### config.mk
export PLATFORM = sky130hd
export DESIGN_NAME = dsil_cell
export DESIGN_NICKNAME = d
export VERILOG_FILES = /design/src/hw/rtl/dsil_pkg.sv /design/src/hw/rtl/dsil_cell.sv
export SDC_FILE = /design/constraint.sdc
export NUM_CORES = 1
export LEC_CHECK = 0
export ABC_AREA = 1
export BUFFER_PORTS_ARGS = -buffer_cell sky130_fd_sc_hd__buf_2
export CAP_MARGIN = 20
export CORE_AREA = 2 2 96 98
export DETAILED_ROUTE_END_ITERATION = 8
export DIE_AREA = 0 0 98 100
export GPL_ROUTABILITY_DRIVEN = 0
export GPL_TIMING_DRIVEN = 0
export PLACE_DENSITY = 0.84
export SLEW_MARGIN = 10
export SYNTH_ARGS = -nofsm -noshare
export SYNTH_HDL_FRONTEND = slang
export SYNTH_SLANG_ARGS = --single-unit
### constraint.sdc
create_clock -name clk -period 3.7 [get_ports clk]
set_input_delay 0.74 -clock clk [delete_from_list [all_inputs] [get_ports clk]]
set_output_delay 0.74 -clock clk [all_outputs]
set_load 0.005 [all_outputs]
### src/hw/rtl/dsil_pkg.sv
// Package for the depth-sorted insertion list: sizes, action and status codes,
// the stored entry type and the control word broadcast to the cell chain.
// No dependencies.
package dsil_pkg;

  // List size and result limits.
  localparam int LIST_DEPTH   = 32;
  localparam int RESULT_LIMIT = 32;
  localparam int CNT_W        = $clog2(LIST_DEPTH + 1);
  localparam int TAG_W        = 16;
  localparam int DIST_W       = 32;
  localparam int ACT_W        = 2;
  localparam int STAT_W       = 2;
  localparam int DATA_W       = 48;

  // Action codes of an input item.
  localparam logic [ACT_W-1:0] ACT_INSERT = 2'd0;
  localparam logic [ACT_W-1:0] ACT_DRAIN  = 2'd1;
  localparam logic [ACT_W-1:0] ACT_CLEAR  = 2'd2;

  // Status codes of a result item.
  localparam logic [STAT_W-1:0] STAT_ENTRY    = 2'd0;
  localparam logic [STAT_W-1:0] STAT_INSERTED = 2'd1;
  localparam logic [STAT_W-1:0] STAT_FULL     = 2'd2;
  localparam logic [STAT_W-1:0] STAT_EMPTY    = 2'd3;

  // Cell operations.
  localparam logic [1:0] CELL_HOLD = 2'd0;
  localparam logic [1:0] CELL_INS  = 2'd1;
  localparam logic [1:0] CELL_ROT  = 2'd2;

  typedef struct packed {
    logic [TAG_W-1:0]         tag;
    logic signed [DIST_W-1:0] distance;
  } entry_t;

  typedef struct packed {
    logic [1:0] op;
    entry_t     ins;
  } cell_ctl_t;

endpackage

### src/hw/rtl/dsil_cell.sv
// One cell of the sorted insertion chain: holds one entry and either keeps it,
// takes the new entry, shifts in its left neighbour or rotates in from the right.
// Depends on dsil_pkg.
module dsil_cell (
  input  logic               clk,
  input  dsil_pkg::cell_ctl_t ctl,
  input  logic               occ,
  input  logic               wrap,
  input  logic               keep_prev,
  input  dsil_pkg::entry_t   left_q,
  input  dsil_pkg::entry_t   right_q,
  input  dsil_pkg::entry_t   head_q,
  output dsil_pkg::entry_t   q,
  output logic               keep
);
  import dsil_pkg::*;

  entry_t ent_r;
  entry_t ent_nxt;

  // An occupied cell whose distance is not below the new key stays put.
  assign keep = occ && (ent_r.distance >= ctl.ins.distance);
  assign q    = ent_r;

  // Next content of the cell.
  always_comb begin
    ent_nxt = ent_r;
    case (ctl.op)
      CELL_INS: begin
        if (keep) begin
          ent_nxt = ent_r;
        end else if (keep_prev) begin
          ent_nxt = ctl.ins;
        end else begin
          ent_nxt = left_q;
        end
      end
      CELL_ROT: begin
        ent_nxt = wrap ? head_q : right_q;
      end
      default: begin
        ent_nxt = ent_r;
      end
    endcase
  end

  always_ff @(posedge clk) begin
    ent_r <= ent_nxt;
  end

endmodule

==> results by group, run 1 <==
Worst setup path
  – Required @ worst endpoint: 2.96 ns
  – Worst R2R Path Depth: 12
  – Critical-path top delay cell: ha_1
  – CP Max Fanout: 4
  – Critical path startpoint: ctl[31]
  – WS Path Type: input port to primary output
  – CP max stage delay: 0.34 ns
  – Cell depth of the worst setup path: 14
  – Top cell by count, worst path: nand2_1
  – Reg-to-reg critical path startpoint: q[31]$_DFFE_PP_
  – Critical path capture point type: primary output
  – Reg2reg end: q[42]$_DFFE_PP_
  – Worst Path Buf+Inv: 4
  – CP endpoint: keep
  – CP arrival: 2.28 ns
  – Reg2reg setup slack: 1.02 ns
  – Critical path, cell by cell: buf_2 -> inv_1 -> ha_1 -> nand2_1 -> nor2_2 -> nand2_2 -> nor4_4 -> nand2_1 -> nand2_1 -> nand2_1 -> nand3_1 -> nand2_1 -> inv_1 -> buf_2
  – CP top delay family: simple AND/OR/NAND/NOR gates
  – Worst setup SP type: input port

Job
  – Max-cap violations: 0

Yosys
  – Synth Register Bits: 48
  – Syn avg cell area: 7.73 um2
  – Yosys warns: 0
  – Seq/Total Area, Yosys: 39.6%
  – Unique masters post-synth: 24
  – Mapped Area: 0.00364 mm2
  – Cells after Synth: 471
  – Syn Nets: 701

Global route
  – Antenna violations before repair: 1
  – Vias in the first global route: 4304
  – First-pass GRT wire length: 19900 um
  – Gr ovfl total: 0
  – GRT Total Usage: 25.3%
  – Largest net degree at the start of global routing: 34

Power and ir drop
  – Peak supply drop: 121 uV
  – P_leak: 2.55 nW
  – Pwr/cell area: 302 mW/mm2
  – Total power: 0.00155 W

Clock network
  – Clock root buffer: clkbuf_8
  – Inserted Clock Buffers: 5
  – H-tree lvl count: 2
  – Worst skew pair latency: 0.30 ns
  – TritonCTS clock tree: done
  – Clock transition at path regs: 0.10 ns
  – Max Buffers Root-to-Sink: 2
  – CTS Hold Bufs: 0
  – Post_cts resized: 0
  – Clock sink count: 48
  – Post-CTS Setup Bufs: 0

Timing
  – Crit share post-route: 81.7%
  – Highest clock rate: 331 MHz
  – Worst slew pin tran: 0.561 ns
  – Fin crit period: 3.02 ns
  – Worst Skew: 0.00923 ns
  – Max-slew headroom: 62.6%
  – Setup TNS: 0 ns
  – Max-slew violations: 0
  – Final setup margin: 0.675 ns
  – Final Setup Violations: 0
  – Hold Vio Cnt, Final: 0
  – RSZ-0062 raised after global routing: no

Route
  – DRC violations left: 0
  – Via density: 5.29
  – First drt pass iteration count: 5
  – Drt first-iter violations: 193
  – DR WL/cell: 15.1 um
  – Total Wirelength: 12700 um
  – Via Count: 4427
  – Routed Antenna Nets: 0

Floorplanning
  – FP Rows: 35
  – Starting Density: 40.9%
  – Die ar.: 0.00980 mm2
  – Die width: 98 um
  – Die height: 100 um
  – I/O pins: 247
  – Core ar.: 0.00889 mm2

Cells and area
  – Share of cells above drive strength 1: 37.4%
  – Largest register FFs: 48
  – Fin util: 57.8%
  – Final #Nets: 954
  – Area growth syn-to-layout: 41.1%

Worst hold path
  – Worst hold-check path type: input port to flop

Placed design
  – Post-DP HPWL: 10100 um
  – I/O Buffers: 245
  – DP Worst Slack: 0.559 ns

Run status
  – Status: complete, no violations
[cells in the final DEF, fill, tap and decap left out, types with 2 or more instances in the layout]
master and instances:
a21o_1 2, a21oi_1 13, buf_2 253, clkbuf_1 21, clkbuf_8 5, clkinv_1 3, edfxtp_1 48, ha_1 32
inv_1 40, inv_2 4, nand2_1 36, nand2_2 2, nand3_1 3, nand4_1 2, nor2_1 105, o21ai_0 90
o21ai_1 9, o22ai_1 48
[tightest hold or removal path, delay by kind of cell]
kind            cells  cell delay, ns
buf+inv             1            0.08
simple gates        1            0.04
compound gates      1            0.11
[power breakdown]
part / internal, W / switching, W
Sequential: 0.000669 / 0.0000238
Clock: 0.000197 / 0.000184
Combinational: 0.000219 / 0.000256
[kinds of logic after synthesis]
kind of cell,count (synthesis),synth area share (%)
AO/OA/AOI/OAI,165,24.8
flip-flops,48,39.6
adder cells (fa/ha/maj),32,11.0
AND/OR/NAND/NOR,151,16.6
buffers and inverters,75,8.01
[through the flow]
step                      hold slack (ns)  instances  area [um2]
after floorplan                     0.986        471        3640
after global placement               1.08        827        5000
after detailed placement             1.09        828        5030
after CTS                           0.771        836        5130
after global routing                0.771        837        5140
final                               0.781        837        5140
[final cells by class]
class,count,area [um2]
inverters,45,169
clock buffers,5,68.8
diodes,1,2.50
fillers,821,3750
clock inverters,3,37.5
well taps,111,139
repair buffers,246,1250
flip-flops and latches,48,1440
plain buffers,30,123
multi-input cells,348,1910
[routing by layer]
layer | track usage, % | part of all wire (%) | vias to the layer above
li1 | - | - | 2156
met5 | 0 | 0 | -
met4 | 10.1 | 2.3 | 0
met1 | 29.2 | 38 | 1990
met3 | 5.36 | 8.8 | 24
met2 | 45.8 | 51 | 257
[worst min path at each step]
stage,from,endpoint,slack (ns),depth (start not counted)
2_1_floorplan,right_q[40],q[40]$_DFFE_PP_,0.99,2
3_3_place_gp,head_q[36],q[36]$_DFFE_PP_,1.08,3
3_5_place_dp,head_q[38],q[38]$_DFFE_PP_,1.09,3
4_1_cts,head_q[20],q[20]$_DFFE_PP_,0.77,3
5_1_grt,head_q[25],q[25]$_DFFE_PP_,0.77,3
6_report,head_q[9],q[9]$_DFFE_PP_,0.78,3
[cell usage after synthesis]
cell type,number,area (um2)
nor2_2,1,6.26
ha_1,32,400
nand2_2,1,6.26
a21o_1,2,15.0
o22ai_1,48,300
o21ai_0,90,450
buf_1,1,3.75
nand3_1,3,15.0
o21a_2,1,8.76
clkinv_1,1,3.75
buf_2,8,40.0
nor2_1,105,394
inv_1,40,150
nand4_1,2,12.5
a21oi_1,13,65.1
o21a_1,1,7.51
clkbuf_1,21,78.8
nand2_1,37,139
o21ai_1,9,45.0
nor4_4,1,21.3
inv_2,4,15.0
a21oi_2,1,8.76
nand2_4,1,11.3
edfxtp_1,48,1440
Power figures use the tool's default switching activity.
==> inputs of run 2 (changes only) <==
--- a/config.mk
+++ b/config.mk
@@ -5,15 +5,14 @@
 export SDC_FILE = /design/constraint.sdc
 export NUM_CORES = 1
 export LEC_CHECK = 0
-export ABC_AREA = 1
+export ABC_AREA = 0
 export BUFFER_PORTS_ARGS = -buffer_cell sky130_fd_sc_hd__buf_2
 export CAP_MARGIN = 20
-export CORE_AREA = 2 2 96 98
+export CORE_UTILIZATION = 43
 export DETAILED_ROUTE_END_ITERATION = 8
-export DIE_AREA = 0 0 98 100
 export GPL_ROUTABILITY_DRIVEN = 0
 export GPL_TIMING_DRIVEN = 0
-export PLACE_DENSITY = 0.84
+export PLACE_DENSITY = 0.85
 export SLEW_MARGIN = 10
 export SYNTH_ARGS = -nofsm -noshare
 export SYNTH_HDL_FRONTEND = slang
==> constraint.sdc (replaced) <==
create_clock -name clk -period 3.14 [get_ports clk]
set_input_delay 0.628 -clock clk [delete_from_list [all_inputs] [get_ports clk]]
set_output_delay 0.628 -clock clk [all_outputs]
set_load 0.005 [all_outputs]
==> results by group, run 2 <==
Worst setup path
  – WS Path Type: input port to primary output
  – CP arrival: 2.71 ns
  – Worst R2R Path Depth: 11
  – Reg2reg setup slack: -0.06 ns
  – Critical path capture point type: primary output
  – Reg2reg end: q[19]$_DFFE_PP_
  – CP Max Fanout: 2
  – Reg-to-reg critical path startpoint: q[21]$_DFFE_PP_
  – Critical path startpoint: ctl[26]
  – CP endpoint: keep
  – Worst setup SP type: input port
  – Required @ worst endpoint: 2.51 ns

Floorplanning
  – Starting Density: 45.4%
  – I/O pins: 247
  – FP Rows: 33
  – Die ar.: 0.00922 mm2
  – Die width: 96.0 um
  – Die height: 96.0 um
  – Core ar.: 0.00838 mm2

Yosys
  – Post-Synth Simple-Gate Area: 11.3%
  – Yosys warns: 0
  – Top cell type by total area after synthesis: edfxtp_1
  – Post-synth EDFFs: 48
  – Unique masters post-synth: 29
  – Synth top area share: 37.9%
  – Most frequent cell after synthesis: a21oi_1
  – Share of flip-flops with an asynchronous set or reset: 0%
  – Fraction of synthesized area in multiplexers: 13.0%
  – Syn avg cell area: 9.85 um2
  – Largest cells by area after synthesis: edfxtp_1 38%, mux2i_1 13%, ha_1 11%
  – Top_reg_cell synth: edfxtp_1
  – XOR/XNOR Fraction of Synth Area: 0%
  – Syn Nets: 616
  – Synth Register Bits: 48
  – Largest family of logic cells by synthesized area: compound AO/OA/AOI/OAI gates
  – Adder-Cell Fraction of Synth Area: 10.5%
  – Cells after Synth: 386
  – Synth Area in Compound Gates: 21.1%
  – Mapped Area: 0.00380 mm2
  – Seq/Total Area, Yosys: 37.9%
  – Top post-synthesis cells by count: 60 x a21oi_1, 49 x nor2b_1, 48 x a211oi_1, 48 x edfxtp_1, 48 x mux2i_1

Global route
  – GRT Total Usage: 28.0%
  – Vias in the first global route: 4249
  – Most Used Layer, Global Route: met2
  – First-pass GRT wire length: 19600 um
  – Gr ovfl total: 0
  – Antenna violations before repair: 0
  – Met1 Use GR: 31.9%
  – Met3 Resource Use GR: 5.61%
  – GRT met2 Usage: 53.1%
  – Largest net degree at the start of global routing: 15

Cells and area
  – Largest register FFs: 48
  – Share of cells above drive strength 1: 44.6%
  – Most frequent cells in the layout: 246 x buf_2, 60 x a21oi_1, 49 x nor2b_1
  – Most common cell after layout, fill and taps aside: buf_2
  – Final Cell Area: 0.00563 mm2
  – Final #Nets: 886
  – Area growth syn-to-layout: 48.1%

Clock network
  – Clock sink count: 48
  – Inserted Clock Buffers: 5
  – Worst skew pair latency: 0.30 ns
  – Max Buffers Root-to-Sink: 2
  – Clock root buffer: clkbuf_8
  – H-tree lvl count: 2
  – CTS Hold Bufs: 0
  – TritonCTS clock tree: done
  – Clock transition at path regs: 0.10 ns

Route
  – DR WL/cell: 17.1 um
  – First drt pass iteration count: 4
  – Total Wirelength: 13000 um
  – Drt first-iter violations: 109
  – Via Count: 4148
  – Via density: 5.44
  – DRC violations left: 0
  – Routed Antenna Nets: 0

Timing
  – Fin crit period: 3.34 ns
  – Final Setup Violations: 21
  – RSZ-0062 raised after global routing: yes
  – Worst Skew: 0.00888 ns
  – Final setup margin: -0.198 ns
  – Highest clock rate: 300 MHz
  – Hold Vio Cnt, Final: 0
  – Max-slew violations: 0
  – Max-slew headroom: 45.7%
  – Crit share post-route: 106%
  – Worst slew pin tran: 0.815 ns

Power and ir drop
  – Pwr/cell area: 357 mW/mm2
  – P_leak: 2.73 nW
  – Peak supply drop: 237 uV

Placed design
  – I/O Buffers: 244
  – Placed inst area: 0.00528 mm2
  – DP Worst Slack: -0.728 ns
  – Post-DP HPWL: 10300 um

Run status
  – Status: complete, but fails checks
  – Violated checks: setup timing

Worst hold path
  – Worst hold-check path type: input port to flop

Job
  – Max-cap violations: 0
==> run 2: cell count changes in the layout (fill, tap and decap cells not counted), moves of 9 or more <==
cell	delta
nor2b_1	+49
nand2_1	-28
o21ai_1	-9
nor2_1	-104
buf_6	+9
o21ai_0	-87
o22ai_1	-48
mux2i_1	+48
inv_1	-12
a211oi_1	+48
a21oi_1	+47
==> run 2: worst min-delay path by stage <==
stage          cells after the start  startpoint  slack [ns]               to
2_1_floorplan                      2     ctl[18]        0.88  q[18]$_DFFE_PP_
3_3_place_gp                       3     ctl[38]        0.98  q[38]$_DFFE_PP_
3_5_place_dp                       3     ctl[45]        0.99  q[45]$_DFFE_PP_
4_1_cts                            3     ctl[45]        0.67  q[45]$_DFFE_PP_
5_1_grt                            3     ctl[47]        0.69  q[47]$_DFFE_PP_
6_report                           3     ctl[45]        0.68  q[45]$_DFFE_PP_
==> run 2: cells by family after synthesis <==
logic type	count (synthesis)
AOI/OAI and AO/OA	124
and+or+nand+nor	72
buffers and inverters	61
muxes	49
DFF	48
adders and majority gates	32
==> run 2: worst max-delay path, cell delays in order <==
cell	delay, ns
buf_2	0.10
inv_1	0.06
ha_4	0.26
nand4_1	0.14
or4_4	0.53
a211o_1	0.27
o211ai_2	0.09
mux2_4	0.32
o21a_1	0.17
buf_2	0.13
==> run 2: what timing repair did <==
item	4_1_cts	5_1_grt
setup endpoints to repair	49	49
hold endpoints to repair	0	0
gates cloned	2	0
buffers inserted	14	3
resized for setup	16	6
pin swaps	7	4
==> run 2: where the power goes <==
group	switching [W]	internal, W
clock	0.000221	0.000237
combinational	0.000345	0.000365
sequential	0.0000372	0.000802
==> run 2: cell type report <==
cell class              count  area [um2]
inverters                  34         143
clock buffers               6        72.6
diodes                      1        2.50
clock inverters             2        35.0
multi-input cells         277        2250
flip-flops and latches     48        1440
well taps                 105         131
fillers                   730        2750
repair buffers            263        1450
plain buffers              27         105
==> run 2: layer usage <==
layer	vias to the layer above	share of wire (%)	wire [um]
li1	1981	-	-
met1	1976	39	5130
met2	176	53	6910
met3	15	6.4	832
met4	0	1.2	153
met5	-	0	0
==> run 2: per-stage QoR <==
stage / setup TNS, ns / cells / util [%] / power, W / hold WS, ns
3_3_place_gp: -104.93 / 735 / 62.4 / 0.00144 / 0.977
2_1_floorplan: -54.65 / 386 / - / 0.00117 / 0.881
5_1_grt: -4.43 / 762 / 67.1 / 0.00212 / 0.687
3_5_place_dp: -29.53 / 739 / 63.0 / 0.00148 / 0.990
6_report: -1.18 / 763 / 67.2 / 0.00201 / 0.677
4_1_cts: -1.86 / 762 / 67.2 / 0.00202 / 0.670
==> inputs of run 3 (changes only) <==
--- a/config.mk
+++ b/config.mk
@@ -13,6 +13,7 @@
 export GPL_ROUTABILITY_DRIVEN = 0
 export GPL_TIMING_DRIVEN = 0
 export PLACE_DENSITY = 0.85
+export REMOVE_ABC_BUFFERS = 1
 export SLEW_MARGIN = 10
 export SYNTH_ARGS = -nofsm -noshare
 export SYNTH_HDL_FRONTEND = slang
==> results by group, run 3 (synthesis results as in run 2) <==
Timing
  – Highest clock rate: 293 MHz
  – RSZ-0062 raised after global routing: yes
  – Worst Skew: 0.00670 ns
  – Max-slew headroom: 39.1%
  – Worst hold slack: 0.671 ns
  – Final Setup Violations: 49
  – Fin crit period: 3.41 ns
  – Crit share post-route: 109%
  – Max-slew violations: 0
  – Final setup margin: -0.269 ns
  – Worst slew pin tran: 0.914 ns
  – Hold Vio Cnt, Final: 0
  – Setup TNS: -9.23 ns

Power and ir drop
  – Clock share of power: 22.9%
  – Sequential power share: 41.7%
  – Sw Ratio: 29.5%
  – P_leak: 2.75 nW
  – Pwr/cell area: 356 mW/mm2
  – Comb pwr share: 35.4%
  – Peak supply drop: 171 uV
  – P_int: 0.00142 W
  – Sw Pwr: 0.000591 W

Route
  – Total Wirelength: 11600 um
  – DR WL/cell: 15.5 um
  – DRC violations left: 0
  – First drt pass iteration count: 4
  – Drt first-iter violations: 105
  – Routed Antenna Nets: 0
  – Via density: 5.30
  – Via Count: 3945

Cells and area
  – Fin cells: 744
  – Area growth syn-to-layout: 48.3%
  – Share of cells above drive strength 1: 46.5%
  – Antenna diode count: 0
  – Most frequent cells in the layout: 243 x buf_2, 60 x a21oi_1
  – Largest register FFs: 48
  – Final #Nets: 868
  – Layout fillers: 668
  – Final Cell Area: 0.00564 mm2
  – Most common cell after layout, fill and taps aside: buf_2

Worst setup path
  – Worst setup SP type: input port
  – Critical-path top delay cell: or4_4
  – Reg2reg setup slack: -0.24 ns
  – CP max stage delay: 0.59 ns
  – Top cell by count, worst path: buf_4
  – Critical path startpoint: ctl[22]
  – CP Max Fanout: 6
  – CP arrival: 3.44 ns
  – Reg-to-reg critical path startpoint: q[19]$_DFFE_PP_
  – WS Path Type: input port to flop
  – Required @ worst endpoint: 3.17 ns
  – Critical path, cell by cell: buf_2 -> inv_2 -> ha_1 -> nand4_1 -> or4_4 -> a211o_1 -> o211ai_2 -> mux2_4 -> buf_4 -> buf_6 -> o41ai_4 -> buf_4 -> buf_8 -> clkbuf_16
  – Critical path capture point type: flop

Floorplanning
  – Die height: 96.0 um
  – Die ar.: 0.00922 mm2
  – I/O pins: 247
  – Core ar.: 0.00838 mm2
  – FP Rows: 33
  – Die width: 96.0 um
  – Starting Density: 45.4%

Clock network
  – Clock sink count: 48
  – CTS Hold Bufs: 0
  – Worst skew pair latency: 0.30 ns
  – Max Buffers Root-to-Sink: 2
  – TritonCTS clock tree: done
  – Inserted Clock Buffers: 5
  – H-tree lvl count: 2
  – Clock root buffer: clkbuf_8
  – Clock transition at path regs: 0.10 ns

Global route
  – Largest net degree at the start of global routing: 97
  – GRT Total Usage: 23.2%
  – First-pass GRT wire length: 16300 um
  – Gr ovfl total: 0
  – Antenna violations before repair: 0
  – Vias in the first global route: 3635

Placed design
  – Post-DP HPWL: 8550 um
  – I/O Buffers: 246
  – DP Cell Count: 715
  – DP Worst Slack: -0.969 ns
  – Placed inst area: 0.00517 mm2

Run status
  – Violated checks: setup timing
  – Status: complete, but fails checks

Worst hold path
  – Worst hold path startpoint: ctl[35]
  – Worst hold-check path type: input port to flop

Job
  – Max-cap violations: 0
==> run 3: changes by cell type in the layout (fill, tap and decap cells not counted), moves of 3 or more <==
cell	change
buf_4	+8
buf_2	-3
clkbuf_1	-20
buf_1	-5
inv_1	+4
==> run 3: what timing repair did <==
| action | 4_1_cts | 5_1_grt |
|---|---|---|
| gates cloned | 1 | 1 |
| setup buffers | 16 | 5 |
| pin swaps | 7 | 5 |
| gates resized for setup | 19 | 9 |
| setup endpoints to repair | 49 | 49 |
==> run 3: cell type report <==
| class | count | area (um2) | area share (%) |
|---|---|---|---|
| Multi-Input combinational cell | 277 | 2250 | 40.0 |
| Timing Repair Buffer | 272 | 1570 | 27.9 |
| Clock buffer | 5 | 68.8 | 1.22 |
| Inverter | 34 | 128 | 2.26 |
| Tap cell | 105 | 131 | 2.33 |
| Clock inverter | 3 | 42.5 | 0.755 |
| Sequential cell | 48 | 1440 | 25.6 |
==> run 3: final timing paths <==
path                           to  depth (start not counted)
setup / recovery  q[37]$_DFFE_PP_                         14
hold / removal    q[35]$_DFFE_PP_                          3
hold reg to reg    q[5]$_DFFE_PP_                          6
setup reg to reg  q[37]$_DFFE_PP_                         12
==> run 3: worst max-delay path: cells and delay by family <==
kind / cells / cell delay [ns]
buffers and inverters: 7 / 0.87
and+or+nand+nor: 2 / 0.72
muxes: 1 / 0.33
AOI/OAI and AO/OA: 3 / 0.60
adders and majority gates: 1 / 0.29
==> run 3: power by group through the flow <==
| stage | sequential, W | combinational [W] | clock [W] |
|---|---|---|---|
| detailed placement | 0.000846 | 0.000600 | 0 |
| global placement | 0.000850 | 0.000560 | 0 |
| CTS | 0.000835 | 0.000674 | 0.000469 |
| finish | 0.000837 | 0.000710 | 0.000459 |
| global route | 0.000844 | 0.000779 | 0.000498 |
| floorplan | 0.000858 | 0.000275 | 0 |
==> run 3: layer usage <==
layer / wire length (um) / vias up / track usage (%)
met5: 0 / - / 0
met4: 121 / 0 / 4.73
met3: 685 / 8 / 4.50
met2: 6290 / 165 / 46.3
met1: 4460 / 1819 / 24.9
li1: - / 1953 / -
==> run 3: metrics by stage <==
step	util (%)	power, W
5_1_grt	67.2	0.00212
3_5_place_dp	61.7	0.00145
6_report	67.2	0.00201
4_1_cts	66.2	0.00198
3_3_place_gp	60.4	0.00141
2_1_floorplan	-	0.00113
